<file path="config.mk">
export PLATFORM = sky130hd
export DESIGN_NAME = two_button_press_classifier_top_flat
export DESIGN_NICKNAME = d
export VERILOG_FILES = /design/src/sv/tbpc_pkg.sv /design/src/sv/tbpc_if.sv /design/src/sv/tbpc_cfg.sv /design/src/sv/tbpc_core.sv /design/src/sv/tbpc_out.sv /design/src/sv/two_button_press_classifier_top.sv /design/src/flat_wrapper.sv
export SDC_FILE = /design/constraint.sdc
export NUM_CORES = 1
export LEC_CHECK = 0
export BUFFER_PORTS_ARGS = -buffer_cell sky130_fd_sc_hd__buf_2
export CORE_MARGIN = 1
export CORE_UTILIZATION = 35
export DETAILED_ROUTE_END_ITERATION = 8
export SLEW_MARGIN = 30
export SYNTH_ARGS = -nofsm -noshare
export SYNTH_HDL_FRONTEND = slang
export SYNTH_SLANG_ARGS = --single-unit
</file>
<file path="constraint.sdc">
create_clock -name clk -period 18 [get_ports clk]
set_input_delay 2.7 -clock clk [delete_from_list [all_inputs] [get_ports clk]]
set_output_delay 2.7 -clock clk [all_outputs]
set_load 0.01 [all_outputs]
</file>
<file path="src/sv/tbpc_pkg.sv">
`timescale 1ns / 1ps

package tbpc_pkg;

    // Field and register widths
    localparam int unsigned STEP_W  = 8;
    localparam int unsigned LONG_W  = 12;
    localparam int unsigned EVENT_W = 3;
    localparam int unsigned CFG_IDX_W  = 8;
    localparam int unsigned CFG_DATA_W = 16;

    // Register indexes on the config port
    localparam logic [CFG_IDX_W-1:0] REG_WINDOW_TICKS = 8'd0;
    localparam logic [CFG_IDX_W-1:0] REG_SAMPLE_STEP  = 8'd1;
    localparam logic [CFG_IDX_W-1:0] REG_LONG_TICKS   = 8'd2;
    localparam logic [CFG_IDX_W-1:0] REG_HOLD_STEP    = 8'd3;

    // Register reset values
    localparam logic [STEP_W-1:0] WINDOW_TICKS_RST = 8'd20;
    localparam logic [STEP_W-1:0] SAMPLE_STEP_RST  = 8'd4;
    localparam logic [LONG_W-1:0] LONG_TICKS_RST   = 12'd600;
    localparam logic [STEP_W-1:0] HOLD_STEP_RST    = 8'd20;

    // Event codes
    typedef enum logic [EVENT_W-1:0] {
        EV_NONE      = 3'd0,
        EV_SEL_SHORT = 3'd1,
        EV_SEL_LONG  = 3'd2,
        EV_OK_SHORT  = 3'd3,
        EV_OK_LONG   = 3'd4
    } event_t;

    // Current register set handed to the classifier
    typedef struct packed {
        logic [STEP_W-1:0] window_ticks;
        logic [STEP_W-1:0] sample_step;
        logic [LONG_W-1:0] long_ticks;
        logic [STEP_W-1:0] hold_step;
    } cfg_t;

endpackage

</file>
<file path="src/sv/tbpc_if.sv">
`timescale 1ns / 1ps

// Tick channel: raw active-low pin levels
interface tbpc_item_if;
    logic valid;
    logic ready;
    logic select_level;
    logic ok_level;

    modport source (output valid, output select_level, output ok_level, input ready);
    modport sink   (input valid, input select_level, input ok_level, output ready);
endinterface

// Result channel: classified event
interface tbpc_result_if;
    logic       valid;
    logic       ready;
    logic [2:0] event_res;

    modport source (output valid, output event_res, input ready);
    modport sink   (input valid, input event_res, output ready);
endinterface

// Config write channel
interface tbpc_cfg_if;
    logic        valid;
    logic        ready;
    logic [7:0]  index;
    logic [15:0] data;

    modport source (output valid, output index, output data, input ready);
    modport sink   (input valid, input index, input data, output ready);
endinterface

</file>
<file path="src/sv/tbpc_cfg.sv">
`timescale 1ns / 1ps

module tbpc_cfg
    import tbpc_pkg::*;
(
    input  logic       clk,
    input  logic       rst_n,
    tbpc_cfg_if.sink   cfg,
    output cfg_t       regs
);

    logic [STEP_W-1:0] window_ticks_reg;
    logic [STEP_W-1:0] sample_step_reg;
    logic [LONG_W-1:0] long_ticks_reg;
    logic [STEP_W-1:0] hold_step_reg;
    logic              wr_en;

    // Writes are always taken
    assign cfg.ready = 1'b1;
    assign wr_en     = cfg.valid;

    // Register file
    always_ff @(posedge clk or negedge rst_n)
    begin
        if (!rst_n)
        begin
            window_ticks_reg <= WINDOW_TICKS_RST;
            sample_step_reg  <= SAMPLE_STEP_RST;
            long_ticks_reg   <= LONG_TICKS_RST;
            hold_step_reg    <= HOLD_STEP_RST;
        end
        else if (wr_en)
        begin
            unique case (cfg.index)
                REG_WINDOW_TICKS: window_ticks_reg <= cfg.data[STEP_W-1:0];
                REG_SAMPLE_STEP:  sample_step_reg  <= cfg.data[STEP_W-1:0];
                REG_LONG_TICKS:   long_ticks_reg   <= cfg.data[LONG_W-1:0];
                REG_HOLD_STEP:    hold_step_reg    <= cfg.data[STEP_W-1:0];
                default:          ;
            endcase
        end
    end

    assign regs.window_ticks = window_ticks_reg;
    assign regs.sample_step  = sample_step_reg;
    assign regs.long_ticks   = long_ticks_reg;
    assign regs.hold_step    = hold_step_reg;

endmodule

</file>
<file path="src/sv/tbpc_core.sv">
`timescale 1ns / 1ps

module tbpc_core
    import tbpc_pkg::*;
(
    input  logic   clk,
    input  logic   rst_n,
    input  cfg_t   regs,
    input  logic   accept,
    input  logic   select_level,
    input  logic   ok_level,
    output logic   res_valid,
    output event_t res_code
);

    typedef enum logic [1:0] {
        PH_IDLE   = 2'd0,
        PH_WINDOW = 2'd1,
        PH_HOLD   = 2'd2,
        PH_DRAIN  = 2'd3
    } phase_t;

    phase_t            phase_reg, phase_next;
    logic [STEP_W-1:0] step_count_reg, step_count_next;
    logic [STEP_W-1:0] window_count_reg, window_count_next;
    logic [LONG_W-1:0] held_count_reg, held_count_next;
    logic              select_seen_reg, select_seen_next;
    logic              ok_seen_reg, ok_seen_next;
    logic              chose_select_reg, chose_select_next;
    logic              long_seen_reg, long_seen_next;

    logic              sel_low, ok_low, pin_low;
    logic [STEP_W-1:0] win_per, smp_per, hld_per;
    logic [STEP_W:0]   step_inc;
    logic [STEP_W:0]   win_sum;
    logic [LONG_W:0]   held_sum;
    logic              do_hold, do_drain;

    assign sel_low = ~select_level;
    assign ok_low  = ~ok_level;

    // A zero period acts as one
    assign win_per = (regs.window_ticks == '0) ? STEP_W'(1) : regs.window_ticks;
    assign smp_per = (regs.sample_step == '0)  ? STEP_W'(1) : regs.sample_step;
    assign hld_per = (regs.hold_step == '0)    ? STEP_W'(1) : regs.hold_step;
    assign step_inc = {1'b0, step_count_reg} + (STEP_W+1)'(1);

    // Next-state logic for one tick
    always_comb
    begin
        phase_next        = phase_reg;
        step_count_next   = step_count_reg;
        window_count_next = window_count_reg;
        held_count_next   = held_count_reg;
        select_seen_next  = select_seen_reg;
        ok_seen_next      = ok_seen_reg;
        chose_select_next = chose_select_reg;
        long_seen_next    = long_seen_reg;
        res_valid         = 1'b0;
        res_code          = EV_NONE;
        do_hold           = 1'b0;
        do_drain          = 1'b0;
        win_sum           = '0;
        held_sum          = '0;

        if (accept)
        begin
            unique case (phase_reg)
                PH_IDLE:
                begin
                    if (sel_low || ok_low)
                    begin
                        phase_next        = PH_WINDOW;
                        step_count_next   = '0;
                        window_count_next = '0;
                        held_count_next   = '0;
                        select_seen_next  = 1'b0;
                        ok_seen_next      = 1'b0;
                        chose_select_next = 1'b0;
                        long_seen_next    = 1'b0;
                    end
                end
                PH_WINDOW:
                begin
                    if (step_inc >= {1'b0, smp_per})
                    begin
                        step_count_next  = '0;
                        select_seen_next = select_seen_reg | sel_low;
                        ok_seen_next     = ok_seen_reg | ok_low;
                        win_sum = {1'b0, window_count_reg} + {1'b0, smp_per};
                        window_count_next = win_sum[STEP_W] ? '1 : win_sum[STEP_W-1:0];
                        if (window_count_next >= win_per)
                        begin
                            if (!select_seen_next && !ok_seen_next)
                            begin
                                res_valid  = 1'b1;
                                res_code   = EV_NONE;
                                phase_next = PH_IDLE;
                            end
                            else
                            begin
                                chose_select_next = select_seen_next;
                                held_count_next   = LONG_W'(win_per);
                                do_hold           = 1'b1;
                            end
                        end
                    end
                    else
                    begin
                        step_count_next = step_inc[STEP_W-1:0];
                    end
                end
                PH_HOLD:
                begin
                    if (step_inc >= {1'b0, hld_per})
                    begin
                        step_count_next = '0;
                        held_sum = {1'b0, held_count_reg} + (LONG_W+1)'(hld_per);
                        held_count_next = held_sum[LONG_W] ? '1 : held_sum[LONG_W-1:0];
                        do_hold = 1'b1;
                    end
                    else
                    begin
                        step_count_next = step_inc[STEP_W-1:0];
                    end
                end
                PH_DRAIN:
                begin
                    if (step_inc >= {1'b0, hld_per})
                    begin
                        step_count_next = '0;
                        do_drain        = 1'b1;
                    end
                    else
                    begin
                        step_count_next = step_inc[STEP_W-1:0];
                    end
                end
                default: ;
            endcase
        end

        pin_low = chose_select_next ? sel_low : ok_low;

        // Hold check: keep holding while pressed and short of the threshold
        if (do_hold)
        begin
            if (pin_low && (held_count_next < regs.long_ticks))
            begin
                phase_next      = PH_HOLD;
                step_count_next = '0;
            end
            else
            begin
                long_seen_next = (held_count_next >= regs.long_ticks);
                do_drain       = 1'b1;
            end
        end

        // Drain check: report on release
        if (do_drain)
        begin
            if (pin_low)
            begin
                phase_next      = PH_DRAIN;
                step_count_next = '0;
            end
            else
            begin
                res_valid  = 1'b1;
                phase_next = PH_IDLE;
                if (chose_select_next)
                begin
                    res_code = long_seen_next ? EV_SEL_LONG : EV_SEL_SHORT;
                end
                else
                begin
                    res_code = long_seen_next ? EV_OK_LONG : EV_OK_SHORT;
                end
            end
        end
    end

    // State registers
    always_ff @(posedge clk or negedge rst_n)
    begin
        if (!rst_n)
        begin
            phase_reg        <= PH_IDLE;
            step_count_reg   <= '0;
            window_count_reg <= '0;
            held_count_reg   <= '0;
            select_seen_reg  <= 1'b0;
            ok_seen_reg      <= 1'b0;
            chose_select_reg <= 1'b0;
            long_seen_reg    <= 1'b0;
        end
        else
        begin
            phase_reg        <= phase_next;
            step_count_reg   <= step_count_next;
            window_count_reg <= window_count_next;
            held_count_reg   <= held_count_next;
            select_seen_reg  <= select_seen_next;
            ok_seen_reg      <= ok_seen_next;
            chose_select_reg <= chose_select_next;
            long_seen_reg    <= long_seen_next;
        end
    end

endmodule

</file>
<file path="src/sv/tbpc_out.sv">
`timescale 1ns / 1ps

module tbpc_out
    import tbpc_pkg::*;
(
    input  logic          clk,
    input  logic          rst_n,
    input  logic          push,
    input  event_t        push_code,
    output logic          can_accept,
    tbpc_result_if.source result
);

    logic   main_vld_reg, skid_vld_reg;
    event_t main_code_reg, skid_code_reg;
    logic   pop;

    assign pop        = main_vld_reg & result.ready;
    assign can_accept = ~skid_vld_reg;

    assign result.valid     = main_vld_reg;
    assign result.event_res = main_code_reg;

    // Output register with one skid entry
    always_ff @(posedge clk or negedge rst_n)
    begin
        if (!rst_n)
        begin
            main_vld_reg <= 1'b0;
            skid_vld_reg <= 1'b0;
        end
        else if (pop)
        begin
            if (skid_vld_reg)
            begin
                skid_vld_reg <= 1'b0;
            end
            else
            begin
                main_vld_reg <= push;
            end
        end
        else if (push)
        begin
            if (!main_vld_reg)
            begin
                main_vld_reg <= 1'b1;
            end
            else
            begin
                skid_vld_reg <= 1'b1;
            end
        end
    end

    // Payload
    always_ff @(posedge clk)
    begin
        if (pop)
        begin
            main_code_reg <= skid_vld_reg ? skid_code_reg : push_code;
        end
        else if (push)
        begin
            if (!main_vld_reg)
            begin
                main_code_reg <= push_code;
            end
            else
            begin
                skid_code_reg <= push_code;
            end
        end
    end

endmodule

</file>
<file path="src/sv/two_button_press_classifier_top.sv">
`timescale 1ns / 1ps
// A tick that ends a press pushes its event into the registered result stage.
// Throughput: one tick per cycle while the skid entry is empty.
// The result stage holds two events, so ticks keep flowing while one waits.
// Reset (rst_n, async, active low): idle, counters cleared, no pending event,
// registers back to window 20, sample step 4, long 600, hold step 20.

module two_button_press_classifier_top
    import tbpc_pkg::*;
(
    input  logic          clk,
    input  logic          rst_n,
    tbpc_item_if.sink     item,
    tbpc_result_if.source result,
    tbpc_cfg_if.sink      cfg
);

    cfg_t   regs;
    logic   accept;
    logic   can_accept;
    logic   res_valid;
    event_t res_code;

    assign item.ready = can_accept;
    assign accept     = item.valid & can_accept;

    tbpc_cfg u_cfg
    (
        .clk   (clk),
        .rst_n (rst_n),
        .cfg   (cfg),
        .regs  (regs)
    );

    tbpc_core u_core
    (
        .clk          (clk),
        .rst_n        (rst_n),
        .regs         (regs),
        .accept       (accept),
        .select_level (item.select_level),
        .ok_level     (item.ok_level),
        .res_valid    (res_valid),
        .res_code     (res_code)
    );

    tbpc_out u_out
    (
        .clk        (clk),
        .rst_n      (rst_n),
        .push       (accept & res_valid),
        .push_code  (res_code),
        .can_accept (can_accept),
        .result     (result)
    );

endmodule

</file>
<file path="src/flat_wrapper.sv">
// flat-port wrapper written by rule: the top's interface ports become plain ports
module two_button_press_classifier_top_flat import tbpc_pkg::*;
  (clk, rst_n, item_valid, item_select_level, item_ok_level, item_ready, result_valid, result_event_res, result_ready, cfg_valid, cfg_index, cfg_data, cfg_ready);
  tbpc_item_if item_i ();
  tbpc_result_if result_i ();
  tbpc_cfg_if cfg_i ();
  input  logic clk;
  input  logic rst_n;
  input wire logic [$bits(item_i.valid)-1:0] item_valid;
  input wire logic [$bits(item_i.select_level)-1:0] item_select_level;
  input wire logic [$bits(item_i.ok_level)-1:0] item_ok_level;
  output wire logic [$bits(item_i.ready)-1:0] item_ready;
  output wire logic [$bits(result_i.valid)-1:0] result_valid;
  output wire logic [$bits(result_i.event_res)-1:0] result_event_res;
  input wire logic [$bits(result_i.ready)-1:0] result_ready;
  input wire logic [$bits(cfg_i.valid)-1:0] cfg_valid;
  input wire logic [$bits(cfg_i.index)-1:0] cfg_index;
  input wire logic [$bits(cfg_i.data)-1:0] cfg_data;
  output wire logic [$bits(cfg_i.ready)-1:0] cfg_ready;
  assign item_i.valid = item_valid;
  assign item_i.select_level = item_select_level;
  assign item_i.ok_level = item_ok_level;
  assign item_ready = item_i.ready;
  assign result_valid = result_i.valid;
  assign result_event_res = result_i.event_res;
  assign result_i.ready = result_ready;
  assign cfg_i.valid = cfg_valid;
  assign cfg_i.index = cfg_index;
  assign cfg_i.data = cfg_data;
  assign cfg_ready = cfg_i.ready;
  two_button_press_classifier_top u_core (.clk(clk), .rst_n(rst_n), .item(item_i), .result(result_i), .cfg(cfg_i));
endmodule
</file>
Yosys cells after proc, flatten, opt, wreduce, memory -nomap -nowiden
Index checks and enable logic that the tools add are counted.

operators by class
  magnitude comparators = 5
  equality and inequality tests = 10
  bitwise operators = 9
  add/sub/neg operators = 3
  reductions and logical operators = 23
  mux-type cells = 83

operator list
  cell                   count
  $mux W8                14
  $mux W12               7
  $mux W1                36
  $pmux W12 S3           1
  $logic_not A8 Y1       4
  $mux W3                8
  $pmux W8 S3            1
  $mux W2                10
  $ge A9 B8 Y1           2
  $eq A8 B2 Y1 const B   2
  $pmux W8 S2            1
  $reduce_and A2 Y1      7
  $add A12 B8 Y13        1
  $ge A12 B12 Y1         1
  $lt A12 B12 Y1         1
  $add A8 B1 Y9 const B  1
  $add A8 B8 Y9          1
  $eq A8 B1 Y1 const B   1
  $ge A8 B8 Y1           1
  $pmux W1 S2            4
  $ne A2 B2 Y1 const B   3
  $reduce_bool A2 Y1     3
  $eq A2 B2 Y1 const B   2
  $not A1 Y1             4
  other kinds (12)       17

word-level totals
  bits of input ports = 31
  register bits after elaboration = 78
  logic and storage cells = 149
  output and inout port bits = 6

Longest topological paths before layout
  depth after elaboration = 20
  gate-level depth with buffers = 34
  depth with buffers taken out = 34

Hierarchy
A second synthesis with hierarchy kept.

unflattened totals
  cell total of the unflattened synthesis = 564
  area, all modules = 5591.6 µm²

by module, submodules not included
  module                           cells an instance  times used  area an instance (µm²)  sequential area each (µm²)
  tbpc_core                        460                1           3829.9                  850.8
  tbpc_cfg                         83                 1           1430.1                  912.1
  tbpc_out                         19                 1           319.1                   230.2
  two_button_press_classifier_top  2                  1           12.5                    0.0

Worst setup path after synthesis
No wires, ideal clock.

  path type = reg-to-reg
  start = register u_core.u_cfg.sample_step_reg[4]
  end = register u_core.u_out.main_code_reg[0] (netlist: u_core.u_out.result.event_res[0]) (data pin)
  arrival time = 6.210 ns
  stages on the path, launching flop included = 35
  data required time = 17.848 ns
  library setup time = 0.152 ns
  buffers on the path = 1
  clock period less this slack = 6.362 ns
  setup slack = 11.638 ns
  path through = dfrtp_1 > nor4_1 > a41o_1 > ha_1 > inv_1 > fa_1 > nor2b_1 > o21ai_0 > a21boi_0 > o21ai_0 > a21oi_1 > o21ai_0 > nand2b_1 > nor2_1 > ha_1 > nand2b_1 > a2111oi_0 > nor3_1 > o22ai_4 > nand2b_1 > clkbuf_1 > o21ai_0 > a21oi_1 > o21ai_0 > ha_1 > nor2b_1 > o211ai_1 > a21oi_1 > a2111oi_0 > o21ai_0 > or2_2 > o22ai_2 > or2_2 > inv_1 > o21ai_0

on the way
  longest elaborated chain between the ends = 20
  elaborated cells between the ends (all ways) = 35
  those cells by class = add/sub (1); order compare (4); mux (28); reduce/logical (2)

RTL lines
  what                                       RTL line                            source
  from (decl)                                tbpc_cfg.sv:13                      logic [STEP_W-1:0] sample_step_reg;
  from (signal assigned)                     tbpc_cfg.sv:36                      REG_SAMPLE_STEP: sample_step_reg <= cfg.data[STEP_W-1:0];
  $logic_not A8 Y1                           tbpc_core.sv:44                     assign smp_per = (regs.sample_step == '0) ? STEP_W'(1) : regs.sample_step;
  $mux W8 *                                  tbpc_core.sv:44
  $add A8 B8 Y9                              tbpc_core.sv:90                     win_sum = {1'b0, window_count_reg} + {1'b0, smp_per};
  $mux W8                                    tbpc_core.sv:91                     window_count_next = win_sum[STEP_W] ? '1 : win_sum[STEP_W-1:0];
  $ge A8 B8 Y1                               tbpc_core.sv:92                     if (window_count_next >= win_per)
  $mux W12                                   tbpc_core.sv:92
  $mux W12 *                                 tbpc_core.sv:85                     if (step_inc >= {1'b0, smp_per})
  $pmux W12 S3 *                             tbpc_core.sv:68                     unique case (phase_reg)
  (+1 left out)                              n/a
  via u_core.u_core.held_count_next[1]       tbpc_core.sv:26                     logic [LONG_W-1:0] held_count_reg, held_count_next;
  (+4 left out)                              n/a
  via u_core.u_core.long_seen_next           tbpc_core.sv:30                     logic long_seen_reg, long_seen_next;
  $mux W3 / $mux W2 (equally long branches)  tbpc_core.sv:178, tbpc_core.sv:174
  $mux W3 *                                  tbpc_core.sv:172                    if (chose_select_next)
  $mux W3 *                                  tbpc_core.sv:163                    if (pin_low)
  $mux W3 *                                  tbpc_core.sv:161                    if (do_drain)
  $mux W3                                    tbpc_out.sv:65                      if (!main_vld_reg)
  $mux W3                                    tbpc_out.sv:63                      else if (push)
  $mux W3 *                                  tbpc_out.sv:59                      if (pop)
  to (signal assigned)                       tbpc_out.sv:61                      main_code_reg <= skid_vld_reg ? skid_code_reg : push_code;
  to (signal assigned)                       tbpc_out.sv:67                      main_code_reg <= push_code;
  to (decl)                                  tbpc_out.sv:15                      event_t main_code_reg, skid_code_reg;

The timed path passes the listed nets; every way through them passes the cells marked *. The select of a mux whose other input is x is not followed.
A chain may end at the register's enable or synchronous reset.

Final worst setup path
Ends and elaborated chain as after synthesis.

==> summary by stage <==
Status
The run finished with clean final reports.

Clock tree
Gates resized during post-CTS repair numbered 0. The clock net in this run drives a total of 78 sinks. Clock-pin slew was measured on the worst setup and hold paths at ~60 ps.

Buffers inserted during clock tree synthesis total 9. The buffer count from post-CTS setup fixing is 0. The CTS H-tree depth is 3. The clock insertion delay at the later pin of the skew report is 350 ps. Hold repair after CTS inserted 0 buffers. The clock passes through at most 2 buffers.

Clock tree synthesis selected as its root buffer the cell sky130_fd_sc_hd__clkbuf_16. The CTS tree is built.

Logic synthesis
The share of flip-flops with an asynchronous set or reset after synthesis is 0.923. In this run the mean area of a mapped cell was 9.27 µm². Counting flops and latches in the post-synthesis netlist gives just under 80. Yosys mapped a number of flops with a built-in enable equal to 6. The most instantiated flip-flop cell in the synthesis netlist is sky130_fd_sc_hd__dfrtp_1.

The sequential fraction of the synthesis area is 0.371. The synthesized netlist cell count is slightly below 600. The number of nets in the synthesized netlist is roughly 670.

The post-synthesis cell area is between 5000 and 6000 µm². The number of library cell types mapped by synthesis is 66. The Yosys step of the flow raised 0 warnings.

Route
The post-route antenna net violation count is 0. In this run the top signal layer used is met4. The first routing iteration left between 200 and 300 violations. The wire length on met3 is between 500 and 600 µm. The aggregate routed wire length is around 13000 µm. In the detailed route, the total length drawn on met2 is slightly below 6000 µm. The vias per cell is between 5 and 6. The length of the first detailed-routing pass in iterations is 4. The mean routed wirelength per cell is ~16 µm.

The total vias in the final route is approximately 4300. For this run, design rule violations remaining after detail routing come to 0. The routed metal-1 wire length is between 6000 and 7000 µm.

Power and ir drop
The worst-case IR drop observed on VDD is between 0.00005 and 0.00006 V. The cell area power density is roughly 95 nW/µm². The leakage power is roughly 2.9 nW.

Place
The number of buffers inserted by port buffering is 31. The HPWL reported at the end of detailed placement is between 9000 and 10000 µm. Routability-driven placement finished with a final weighted congestion of approximately 0.82.

At the placement stage, the worst setup path has a slack of approximately 10000 ps.

GRT
The global-route wire length before repair is roughly 22000 µm. The initial antenna violation count is 0. The total track usage is 0.173.

The number of global-route vias before repair is about 4400. Entering global routing, the biggest net connects 73 pins. Global routing finished with a remaining overflow of 0.

Worst setup path
The nature of the critical path endpoint is a flop. Along the worst path, the maximum fanout reaches 14. The cell repeated most along the worst path is sky130_fd_sc_hd__o21ai_0. The launch instance of the worst register-to-register path is u_core.u_cfg.sample_step_reg[4]$_DFFE_PN0P_. The arrival time of data at the critical path endpoint is 7800 ps. For the worst setup path, the data required time is between 15000 and 20000 ps.

The largest incremental delay on the critical path is ~480 ps. In this run the worst setup path begins at u_core.u_cfg.sample_step_reg[4]$_DFFE_PN0P_. On the critical path, the stage with the largest delay is an instance of sky130_fd_sc_hd__nand2b_1. The critical path in this run is classified as reg -> reg. STA classifies the critical path startpoint as a flop.

Floorplan
The overall die height is 126 µm. In this run the core area contains 44 standard-cell rows. In this run the count of I/O pins placed on the die edge is 37. After floorplanning, the core was sized to cover roughly 15000 µm². For this configuration, the core starts out at a cell density of 0.364. The width of the chip is about 130 µm. The floorplan step defined a die boundary enclosing between 15000 and 20000 µm².

STA
The final-report hold violation count is 0. Setup repair after global routing left no endpoint under its margin. For the final database, setup skew stands at 7.18 ps.

The final period utilization is 0.423. The final critical delay including setup and external delays is 7620 ps. Measured against its own limit, the worst slew margin works out to 0.543. The transition at the pin with the smallest max-transition slack is ~680 ps.

After layout, the worst setup slack is slightly above 10000 ps. The achievable clock frequency is ~0.13 GHz. In the final timing run, aggregate negative setup slack is 0 ps.

Setup violations remaining at the end of the flow were counted as 0. The number of pins exceeding their max-slew limit in the final report was 0.

Layout
The relative area change from synthesis to final layout is 12.5%. The net count of the finished layout is 696. The number of antenna diodes in the final layout is 0. The layout has 1443 filler cells. In the layout the commonest cells are 63 x sky130_fd_sc_hd__dfrtp_1, 59 x sky130_fd_sc_hd__inv_1, 57 x sky130_fd_sc_hd__ha_1. The library cell used most frequently in the layout, excluding fill and tap cells, is sky130_fd_sc_hd__dfrtp_1. The fraction of final layout cells sized beyond drive strength 1 is 0.165.

Hold path
The class of the tightest hold or removal check is reg -> reg. In this run the most critical hold path is launched from u_core.u_core.window_count_reg[0]$_DFFE_PN0P_.

Run
Max-cap violations in this run came to 0.
logic make-up (layout without fill, tap and decap cells):
logic type,after synthesis,count (layout),synth area share
buf+inv,77,109,0.0552
xor+xnor,13,13,0.0212
compound gates,160,160,0.197
mux,34,34,0.0722
flops,78,78,0.371
fa+ha+maj,59,59,0.140
other cells,1,1,0.000698
simple gates,157,157,0.142
stage by stage:
stage          power, mW  hold WS [ps]  area (µm²)  utilization  instances
2_1_floorplan      0.319           453        5370            -        579
3_3_place_gp       0.363           467        5700        0.387        779
3_5_place_dp       0.369           476        5700        0.387        779
4_1_cts            0.577           491        6040        0.409        795
5_1_grt            0.609           510        6040        0.410        795
6_report           0.573           489        6040        0.410        795
critical path, delay by kind of cell, from the launching register on:
kind            cells  cell delay (ps)
simple gates       11             2270
compound gates     17             3420
buf+inv             2              120
flops               1              450
fa+ha+maj           4             1170
path summary, 6_finish.rpt:
| kind | to | slack [ps] | cells past startpoint |
|---|---|---|---|
| worst max-delay path | u_core.u_out.result.event_res[0]$_DFFE_PP_ | 10380 | 34 |
| worst min-delay path | u_core.u_core.window_count_reg[0]$_DFFE_PN0P_ | 490 | 2 |
| worst max register to register | u_core.u_out.result.event_res[0]$_DFFE_PP_ | 10380 | 34 |
| worst min register to register | u_core.u_core.window_count_reg[0]$_DFFE_PN0P_ | 490 | 2 |
| max in group asynchronous | u_core.u_core.held_count_reg[5]$_DFF_PN0_ | 15090 | 2 |
| min in group asynchronous | u_core.u_core.window_count_reg[4]$_DFFE_PN0P_ | 2470 | 2 |
report_power, final:
| part | total (mW) | internal [mW] | switching, mW |
|---|---|---|---|
| registers | 0.208 | 0.194 | 0.0140 |
| logic | 0.159 | 0.0602 | 0.0991 |
| clock network | 0.206 | 0.131 | 0.0752 |
| total | 0.573 | 0.385 | 0.188 |
routing by layer:
metal / global-route usage / vias up
li1: - / 2132
met1: 0.226 / 2047
met2: 0.286 / 107
met3: 0.0293 / 23
met4: 0.0680 / 0
met5: 0 / -
cell type report:
cell class	instances	area [µm²]	share of cell area
multi-input cells	424	3080	0.510
clock buffers	12	258	0.0427
inverters	59	221	0.0367
flip-flops and latches	78	1990	0.330
repair buffers	34	181	0.0300
clock inverters	4	77.6	0.0128
well taps	184	230	0.0381
synth_stat cells, types with 11 or more instances:
cell	n	area share
sky130_fd_sc_hd__a21o_1	11	0.015
sky130_fd_sc_hd__nand2_1	46	0.032
sky130_fd_sc_hd__inv_1	59	0.041
sky130_fd_sc_hd__dfrtp_1	63	0.29
sky130_fd_sc_hd__mux2_2	30	0.063
sky130_fd_sc_hd__a21oi_1	34	0.032
sky130_fd_sc_hd__nand3_1	17	0.016
sky130_fd_sc_hd__o21ai_0	50	0.047
sky130_fd_sc_hd__ha_1	57	0.13
sky130_fd_sc_hd__nor2_1	41	0.029
sky130_fd_sc_hd__clkbuf_1	13	0.0091
Power figures use the tool's default switching activity.
